`config.mk`:
```
export PLATFORM = sky130hd
export DESIGN_NAME = piecewise_linear_wavelength_correction
export DESIGN_NICKNAME = d
export VERILOG_FILES = /design/src/rtl/core/pwlc_pkg.sv /design/src/rtl/core/piecewise_linear_wavelength_correction.sv
export SDC_FILE = /design/constraint.sdc
export NUM_CORES = 2
export LEC_CHECK = 0
export ABC_AREA = 1
export BUFFER_PORTS_ARGS = -buffer_cell sky130_fd_sc_hd__buf_2
export CORE_ASPECT_RATIO = 0.9
export CORE_UTILIZATION = 55
export CTS_CLUSTER_DIAMETER = 60
export CTS_CLUSTER_SIZE = 20
export DETAILED_ROUTE_END_ITERATION = 10
export GPL_TIMING_DRIVEN = 0
export HOLD_SLACK_MARGIN = 0.06
export PLACE_DENSITY = 0.77
export SETUP_SLACK_MARGIN = 0.3
export SLEW_MARGIN = 10
export SYNTH_ARGS = -nofsm -noshare
export SYNTH_HDL_FRONTEND = slang
export SYNTH_SLANG_ARGS = --single-unit
```
`constraint.sdc`:
```
create_clock -name clk -period 7.22 [get_ports clk]
set_clock_uncertainty 0.15 [all_clocks]
set_input_delay 0 -clock clk [delete_from_list [all_inputs] [get_ports clk]]
set_output_delay 0 -clock clk [all_outputs]
set_load 0.02 [all_outputs]
```
`src/rtl/core/pwlc_pkg.sv`:
```
// ----------------------------------------------------------------------------
// Piecewise-linear wavelength correction package
// Shared widths, codes, transaction types and sequencer states.
// ----------------------------------------------------------------------------
package pwlc_pkg;

	localparam int MaxPoints = 8;
	localparam int IdxW      = 3;
	localparam int CntW      = 4;
	localparam int WlW       = 24;
	localparam int OfsW      = 16;
	localparam int ProdW     = 40;
	localparam int DivCntW   = 6;

	typedef enum logic {
		MODE_QUERY = 1'b0,
		MODE_LOAD  = 1'b1
	} mode_t;

	typedef enum logic [1:0] {
		STATUS_OK     = 2'd0,
		STATUS_RANGE  = 2'd1,
		STATUS_LOADED = 2'd2
	} status_t;

	typedef struct packed {
		mode_t                   mode;
		logic [IdxW-1:0]         point_index;
		logic [WlW-1:0]          wavelength;
		logic signed [OfsW-1:0]  point_offset;
	} req_t;

	typedef struct packed {
		logic [WlW-1:0] corrected_wavelength;
		status_t        status;
	} rsp_t;

	typedef enum logic [3:0] {
		ST_IDLE,
		ST_LO,
		ST_HI,
		ST_SCAN,
		ST_Y0,
		ST_Y1,
		ST_MUL,
		ST_DIV,
		ST_FIN,
		ST_DONE
	} state_t;

endpackage

```
`src/rtl/core/piecewise_linear_wavelength_correction.sv`:
```
// ----------------------------------------------------------------------------
// Piecewise-linear wavelength correction
// Calibration table with segment search, one shared restoring divider and
// a saturating correction of the query wavelength.
// ----------------------------------------------------------------------------
//  channel   direction   handshake              payload
//  req       in          req_valid, req_stall   pwlc_pkg::req_t
//  rsp       out         rsp_valid, rsp_stall   pwlc_pkg::rsp_t
//  cfg       in          cfg_we                 cfg_wdata (points in use)
//
// A load transaction goes straight to the output stage; an out-of-range query
// ends at the low or the high bound check. A corrected query does 1 to 7 table
// reads in the segment search, then runs the bit-serial divider. A query on a
// zero-width segment skips the divider.
// One transaction is in work at a time; req_stall is high until it has moved
// into the output register, which may still hold the previous result.
// Reset clears the control state and sets points in use to 8; the table
// holds no defined value until it is loaded.
module piecewise_linear_wavelength_correction (
	input  logic                             clk,
	input  logic                             arst_n,
	input  logic                             req_valid,
	output logic                             req_stall,
	input  pwlc_pkg::req_t                   req,
	output logic                             rsp_valid,
	input  logic                             rsp_stall,
	output pwlc_pkg::rsp_t                   rsp,
	input  logic                             cfg_we,
	input  logic [pwlc_pkg::CntW-1:0]        cfg_wdata
);

	pwlc_pkg::state_t state_q, state_d;

	logic [pwlc_pkg::CntW-1:0]         piu_q;
	logic [pwlc_pkg::WlW-1:0]          wl_tab_q  [pwlc_pkg::MaxPoints];
	logic signed [pwlc_pkg::OfsW-1:0]  ofs_tab_q [pwlc_pkg::MaxPoints];

	logic [pwlc_pkg::IdxW-1:0]         idx_q;
	logic [pwlc_pkg::IdxW-1:0]         n_last_q;
	logic [pwlc_pkg::WlW-1:0]          w_q;
	logic [pwlc_pkg::WlW-1:0]          xa_q;
	logic [pwlc_pkg::WlW-1:0]          xb_q;
	logic signed [pwlc_pkg::OfsW-1:0]  y0_q;
	logic signed [pwlc_pkg::WlW:0]     dx_q;
	logic signed [pwlc_pkg::OfsW:0]    dy_q;
	logic [pwlc_pkg::WlW-1:0]          span_mag_q;
	logic                              span_neg_q;
	logic signed [pwlc_pkg::WlW+1:0]   wy_q;
	logic                              neg_q;
	logic [pwlc_pkg::ProdW-1:0]        quo_q;
	logic [pwlc_pkg::WlW-1:0]          rem_q;
	logic [pwlc_pkg::DivCntW-1:0]      cnt_q;
	logic [pwlc_pkg::WlW-1:0]          res_q;
	pwlc_pkg::status_t                 status_q;
	logic                              rsp_valid_q;
	pwlc_pkg::rsp_t                    rsp_q;

	logic                              req_acc;
	logic                              out_free;
	logic                              out_load;
	logic [pwlc_pkg::CntW-1:0]         n_used;
	logic [pwlc_pkg::WlW-1:0]          rd_wl;
	logic signed [pwlc_pkg::OfsW-1:0]  rd_ofs;
	logic                              hit;
	logic signed [pwlc_pkg::WlW:0]     span;
	logic signed [41:0]                prod;
	logic [41:0]                       prod_abs;
	logic [pwlc_pkg::WlW:0]            r_try;
	logic [pwlc_pkg::WlW:0]            r_diff;
	logic signed [pwlc_pkg::ProdW:0]   q_signed;
	logic signed [41:0]                res_full;

	// Table read port and clamped point count.
	always_comb begin
		rd_wl  = wl_tab_q[idx_q];
		rd_ofs = ofs_tab_q[idx_q];
		if (piu_q < pwlc_pkg::CntW'(2)) begin
			n_used = pwlc_pkg::CntW'(2);
		end else if (piu_q > pwlc_pkg::CntW'(pwlc_pkg::MaxPoints)) begin
			n_used = pwlc_pkg::CntW'(pwlc_pkg::MaxPoints);
		end else begin
			n_used = piu_q;
		end
	end

	// Datapath arithmetic shared by the sequencer states.
	always_comb begin
		hit      = ((w_q >= xa_q) && (w_q < rd_wl)) || (idx_q == n_last_q);
		span     = $signed({1'b0, xb_q}) - $signed({1'b0, xa_q});
		prod     = 42'(dx_q) * 42'(dy_q);
		prod_abs = prod[41] ? 42'(-prod) : prod;
		r_try    = {rem_q, quo_q[pwlc_pkg::ProdW-1]};
		r_diff   = r_try - {1'b0, span_mag_q};
		q_signed = neg_q ? -$signed({1'b0, quo_q}) : $signed({1'b0, quo_q});
		res_full = 42'(wy_q) - 42'(q_signed);
	end

	// Next state.
	always_comb begin
		state_d = state_q;
		unique case (state_q)
			pwlc_pkg::ST_IDLE: begin
				if (req_acc) begin
					state_d = (req.mode == pwlc_pkg::MODE_LOAD) ? pwlc_pkg::ST_DONE
						: pwlc_pkg::ST_LO;
				end
			end
			pwlc_pkg::ST_LO: begin
				state_d = (w_q < rd_wl) ? pwlc_pkg::ST_DONE : pwlc_pkg::ST_HI;
			end
			pwlc_pkg::ST_HI: begin
				state_d = (w_q > rd_wl) ? pwlc_pkg::ST_DONE : pwlc_pkg::ST_SCAN;
			end
			pwlc_pkg::ST_SCAN: begin
				if (hit) begin
					state_d = pwlc_pkg::ST_Y0;
				end
			end
			pwlc_pkg::ST_Y0: begin
				state_d = pwlc_pkg::ST_Y1;
			end
			pwlc_pkg::ST_Y1: begin
				state_d = pwlc_pkg::ST_MUL;
			end
			pwlc_pkg::ST_MUL: begin
				state_d = (span_mag_q == '0) ? pwlc_pkg::ST_FIN : pwlc_pkg::ST_DIV;
			end
			pwlc_pkg::ST_DIV: begin
				if (cnt_q == '0) begin
					state_d = pwlc_pkg::ST_FIN;
				end
			end
			pwlc_pkg::ST_FIN: begin
				state_d = pwlc_pkg::ST_DONE;
			end
			pwlc_pkg::ST_DONE: begin
				if (out_free) begin
					state_d = pwlc_pkg::ST_IDLE;
				end
			end
			default: begin
				state_d = pwlc_pkg::ST_IDLE;
			end
		endcase
	end

	// Handshake outputs.
	always_comb begin
		req_stall = (state_q != pwlc_pkg::ST_IDLE);
		req_acc   = req_valid && !req_stall;
		out_free  = !rsp_valid_q || !rsp_stall;
		out_load  = (state_q == pwlc_pkg::ST_DONE) && out_free;
		rsp_valid = rsp_valid_q;
		rsp       = rsp_q;
	end

	always_ff @(posedge clk or negedge arst_n) begin
		if (!arst_n) begin
			state_q     <= pwlc_pkg::ST_IDLE;
			piu_q       <= pwlc_pkg::CntW'(pwlc_pkg::MaxPoints);
			rsp_valid_q <= 1'b0;
		end else begin
			state_q <= state_d;
			if (cfg_we) begin
				piu_q <= cfg_wdata;
			end
			if (out_load) begin
				rsp_valid_q <= 1'b1;
			end else if (!rsp_stall) begin
				rsp_valid_q <= 1'b0;
			end
		end
	end

	always_ff @(posedge clk) begin
		if (out_load) begin
			rsp_q.corrected_wavelength <= res_q;
			rsp_q.status               <= status_q;
		end
		case (state_q)
			pwlc_pkg::ST_IDLE: begin
				if (req_acc) begin
					w_q      <= req.wavelength;
					idx_q    <= '0;
					n_last_q <= pwlc_pkg::IdxW'(n_used - pwlc_pkg::CntW'(1));
					res_q    <= '0;
					if (req.mode == pwlc_pkg::MODE_LOAD) begin
						wl_tab_q[req.point_index]  <= req.wavelength;
						ofs_tab_q[req.point_index] <= req.point_offset;
						status_q                   <= pwlc_pkg::STATUS_LOADED;
					end else begin
						status_q <= pwlc_pkg::STATUS_RANGE;
					end
				end
			end
			pwlc_pkg::ST_LO: begin
				xa_q  <= rd_wl;
				idx_q <= n_last_q;
			end
			pwlc_pkg::ST_HI: begin
				idx_q <= pwlc_pkg::IdxW'(1);
			end
			pwlc_pkg::ST_SCAN: begin
				if (hit) begin
					xb_q  <= rd_wl;
					idx_q <= idx_q - pwlc_pkg::IdxW'(1);
				end else begin
					xa_q  <= rd_wl;
					idx_q <= idx_q + pwlc_pkg::IdxW'(1);
				end
			end
			pwlc_pkg::ST_Y0: begin
				y0_q  <= rd_ofs;
				idx_q <= idx_q + pwlc_pkg::IdxW'(1);
			end
			pwlc_pkg::ST_Y1: begin
				dx_q       <= $signed({1'b0, w_q}) - $signed({1'b0, xa_q});
				dy_q       <= 17'(rd_ofs) - 17'(y0_q);
				span_neg_q <= span[pwlc_pkg::WlW];
				span_mag_q <= span[pwlc_pkg::WlW] ? pwlc_pkg::WlW'(-span)
					: span[pwlc_pkg::WlW-1:0];
				wy_q       <= $signed({2'b00, w_q}) - 26'(y0_q);
			end
			pwlc_pkg::ST_MUL: begin
				neg_q <= prod[41] ^ span_neg_q;
				rem_q <= '0;
				cnt_q <= pwlc_pkg::DivCntW'(pwlc_pkg::ProdW - 1);
				quo_q <= (span_mag_q == '0) ? '0 : prod_abs[pwlc_pkg::ProdW-1:0];
			end
			pwlc_pkg::ST_DIV: begin
				cnt_q <= cnt_q - pwlc_pkg::DivCntW'(1);
				if (!r_diff[pwlc_pkg::WlW]) begin
					rem_q <= r_diff[pwlc_pkg::WlW-1:0];
					quo_q <= {quo_q[pwlc_pkg::ProdW-2:0], 1'b1};
				end else begin
					rem_q <= r_try[pwlc_pkg::WlW-1:0];
					quo_q <= {quo_q[pwlc_pkg::ProdW-2:0], 1'b0};
				end
			end
			pwlc_pkg::ST_FIN: begin
				status_q <= pwlc_pkg::STATUS_OK;
				if (res_full[41]) begin
					res_q <= '0;
				end else if (res_full[41:pwlc_pkg::WlW] != '0) begin
					res_q <= '1;
				end else begin
					res_q <= res_full[pwlc_pkg::WlW-1:0];
				end
			end
			default: begin
			end
		endcase
	end

endmodule
```
==> results.md <==
- RSZ-0062 raised after global routing: yes
- Crit path required time: 7420 ps
- Core Area: around 0.094 mm²
- Final hold slack: just under 70 ps
- Reg area: 0.0192 mm²
- Layout cells sized above 1: 13.0%
- Fin crit share: 96.0%
- Skew-Pair Late Insertion Delay: around 630 ps
- Slew margin rel.: 17.7%
- Seq cells post-synth: ~640
- CTS Buffer Depth: 3
- # setup viols final: 0
- Slew of the pin with the lowest slew margin: 1230 ps
- Status: finished, final reports clean
- Syn_area_per_cell: 8.69 µm²
- GP Congestion: 0.996
- CTS Buf Count: 43
- Synth warn: 0
- Clock period minus worst slack: roughly 6900 ps
- Multi-input gate area: 0.0294 mm²
- Starting Density: a little under three fifths
- Worst path slowest cell: fa_1
- Worst setup SP type: flop
- Post-route ant nets: 0
- Drt first pass iters: 8
- Die Span X: 327 µm
- Tot GR Track Use: between 30% and 40%
- Post-synth top area share: a little over a third
- Drt total wl: 153 mm
- Synthesized area: 0.0523 mm²
- Setup Crit Path Kind: reg -> reg
- Initial antenna violation count: 1
- Fmax: approximately 140 MHz
- CTS tree: built
- Pin count of the biggest net entering global routing: 34
- Yosys top cell by area: edfxtp_1
- Fin. max-slew vios: 0
- Clock sinks: roughly 640
- Drt drc: 0
- Setup crit end kind: flop
- Hold Crit Start: req[9]
- Die area: 0.0963 mm²
- Final Hold Violating Endpoints: 0
- Sequential fraction of the synthesis area: 36.7%
- Worst Path Max Fanout: 5
- Synth cell types: between 60 and 70
- Worst hold path type: in -> reg
- Fill count: 7328
- Vias: 43000
- Area contributors post-synth: edfxtp_1 36%, fa_1 16%, inv_1 8.9%, nand2_1 8.8%, ha_1 6.9%
- Grt total ovfl: 0
- Crit path from: dx_q[12]
- Clock Pin Slew Worst Setup and Hold Paths: 80 ps
- H-tree depth: 2
- Area Overhead vs Synth: 16.1%
- Die H: 294 µm
- Drt wl/cell: 20.0 µm
- Worst path max stage delay: 550 ps
- Main synth FF type: edfxtp_1
- IO Pins: 81
- Syn_nets: 6773
- Top cells by count, synth: 1236 x inv_1, 1230 x nand2_1, 630 x edfxtp_1
- Inst Count DP: 7361
- Final Non-Filler Cells: 7632
- Synthesized instance count: roughly 6000
- Final #Nets: 7126
- Critical R2R Launch: dx_q[12]
- Final HPWL from detailed placement: roughly 120 mm
- Root buffer cell: clkbuf_16
- Ys async rst share: 1.40%
- DR iter-0 viols: around 4300
- Row count: 106
- Crit path arrival time: 7130 ps
- PortBufs: 80
- Vias in the first global route: around 42000
- First-pass GRT wire length: 231 mm
- Max Cap Viol: 0
- Most common cell in the synthesized netlist: inv_1
- Number of synthesized flops with an enable pin: 630
- Via density: roughly 5.6
-- through the flow --
| step | TNS, ps | area (µm²) | utilization (%) | worst slack (ps) |
|---|---|---|---|---|
| detailed placement | -31260 | 54700 | 58.5 | -914 |
| global route | 0 | 60700 | 64.9 | 119 |
| global placement | -28420 | 54200 | 58.0 | -970 |
| finish | 0 | 60700 | 64.9 | 286 |
| CTS | 0 | 58400 | 62.5 | 287 |
| floorplan | 0 | 52300 | - | 674 |
-- sequential cells by signal (all words and copies together), names as in the netlist, 2 cells and up, named ones only --
name,count
dx_q,25
dy_q,17
w_q,24
n_last_q,3
wy_q,26
ofs_tab_q,128
span_mag_q,24
quo_q,40
res_q,24
rsp,26
state_q,4
piu_q,4
status_q,2
xa_q,24
xb_q,24
y0_q,16
wl_tab_q,192
rem_q,24
cnt_q,6
idx_q,3
-- cells in the final DEF, fill, tap and decap left out, types with 19 or more instances in the layout --
| master | synthesis | routed |
|---|---|---|
| inv_1 | 1236 | 1187 |
| nand2_1 | 1230 | 1106 |
| edfxtp_1 | 630 | 630 |
| nor2_1 | 557 | 500 |
| fa_1 | 422 | 406 |
| o21ai_0 | 332 | 326 |
| ha_1 | 287 | 256 |
| a21oi_1 | 248 | 224 |
| xor2_1 | 165 | 157 |
| nand3_1 | 169 | 149 |
| buf_4 | 2 | 112 |
| nand2_2 | 17 | 106 |
| buf_2 | 8 | 89 |
| o22ai_1 | 85 | 85 |
| dlygate4sd3_1 | 0 | 85 |
| clkbuf_1 | 170 | 84 |
| xnor2_1 | 71 | 68 |
| nand4_1 | 60 | 60 |
| clkbuf_16 | 0 | 51 |
| inv_2 | 4 | 50 |
| buf_8 | 0 | 47 |
| nor2_4 | 2 | 44 |
| o21bai_1 | 41 | 41 |
| nor3_1 | 48 | 37 |
| nor2_2 | 20 | 35 |
| nand2_4 | 1 | 33 |
| buf_12 | 0 | 31 |
| ha_4 | 0 | 29 |
| nand3_2 | 9 | 28 |
| a31oi_1 | 27 | 27 |
| buf_6 | 4 | 24 |
| o21ai_1 | 19 | 22 |
| a21oi_2 | 3 | 19 |
-- repair_timing --
action / 4_1_cts / 5_1_grt
gates resized for setup: 370 / 474
hold endpoints to repair: 636 / 0
hold buffers: 85 / 0
cloned: 0 / 9
pin swaps: 21 / 188
setup buffers: 26 / 80
endpoints found under the setup margin: 40 / 40
-- path summary, 6_finish.rpt --
kind                                   end  slack (ps)  depth (start not counted)
max reg2reg                      quo_q[29]         290                         32
max in group asynchronous         piu_q[3]        6290                          3
max                              quo_q[29]         290                         32
min in group asynchronous         piu_q[1]         260                          3
min                        ofs_tab_q[4][9]          70                          2
min reg2reg                        rsp[25]         270                          0
-- layout make-up --
class,count,area share (%)
diodes,1,0.00412
repair buffers,306,4.39
well taps,1242,2.56
clock inverters,15,0.390
plain buffers,189,2.98
repair inverters,1,0.0144
inverters,1243,7.72
multi-input cells,3938,48.4
flip-flops and latches,642,31.6
clock buffers,55,1.86
-- kinds of logic (layout without fill, tap and decap cells) --
| kind of cell | count (synthesis) | in the layout | share of synthesized area (%) |
|---|---|---|---|
| mux | 2 | 2 | 0.0431 |
| compound gates | 831 | 831 | 8.94 |
| fa+ha+maj | 709 | 709 | 23.0 |
| other cells | 0 | 1 | 0 |
| flops | 642 | 642 | 36.7 |
| xor+xnor | 236 | 236 | 3.95 |
| buf+inv | 1432 | 1809 | 10.4 |
| simple gates | 2159 | 2160 | 16.9 |
-- layer usage --
metal	part of all wire, %	up-vias	wire length [µm]	track usage [%]
met1	40	20800	61400	41.6
met5	0.031	-	47	0.354
li1	-	19800	-	-
met3	9.5	356	14500	5.42
met2	47	2102	71600	51.6
met4	3.4	2	5170	9.86
-- worst max-delay path: cells and delay by family, from the launching register on --
kind                     cells  cell delay (ps)
flip-flops                   1              520
AO/OA/AOI/OAI                1               90
XOR/XNOR                     1              190
buffers and inverters        9              810
adder cells (fa/ha/maj)      7             3350
AND/OR/NAND/NOR             14             1530
Power is not shown: default switching activity piles up to over one toggle a cycle in this logic, so the estimate is an artifact.
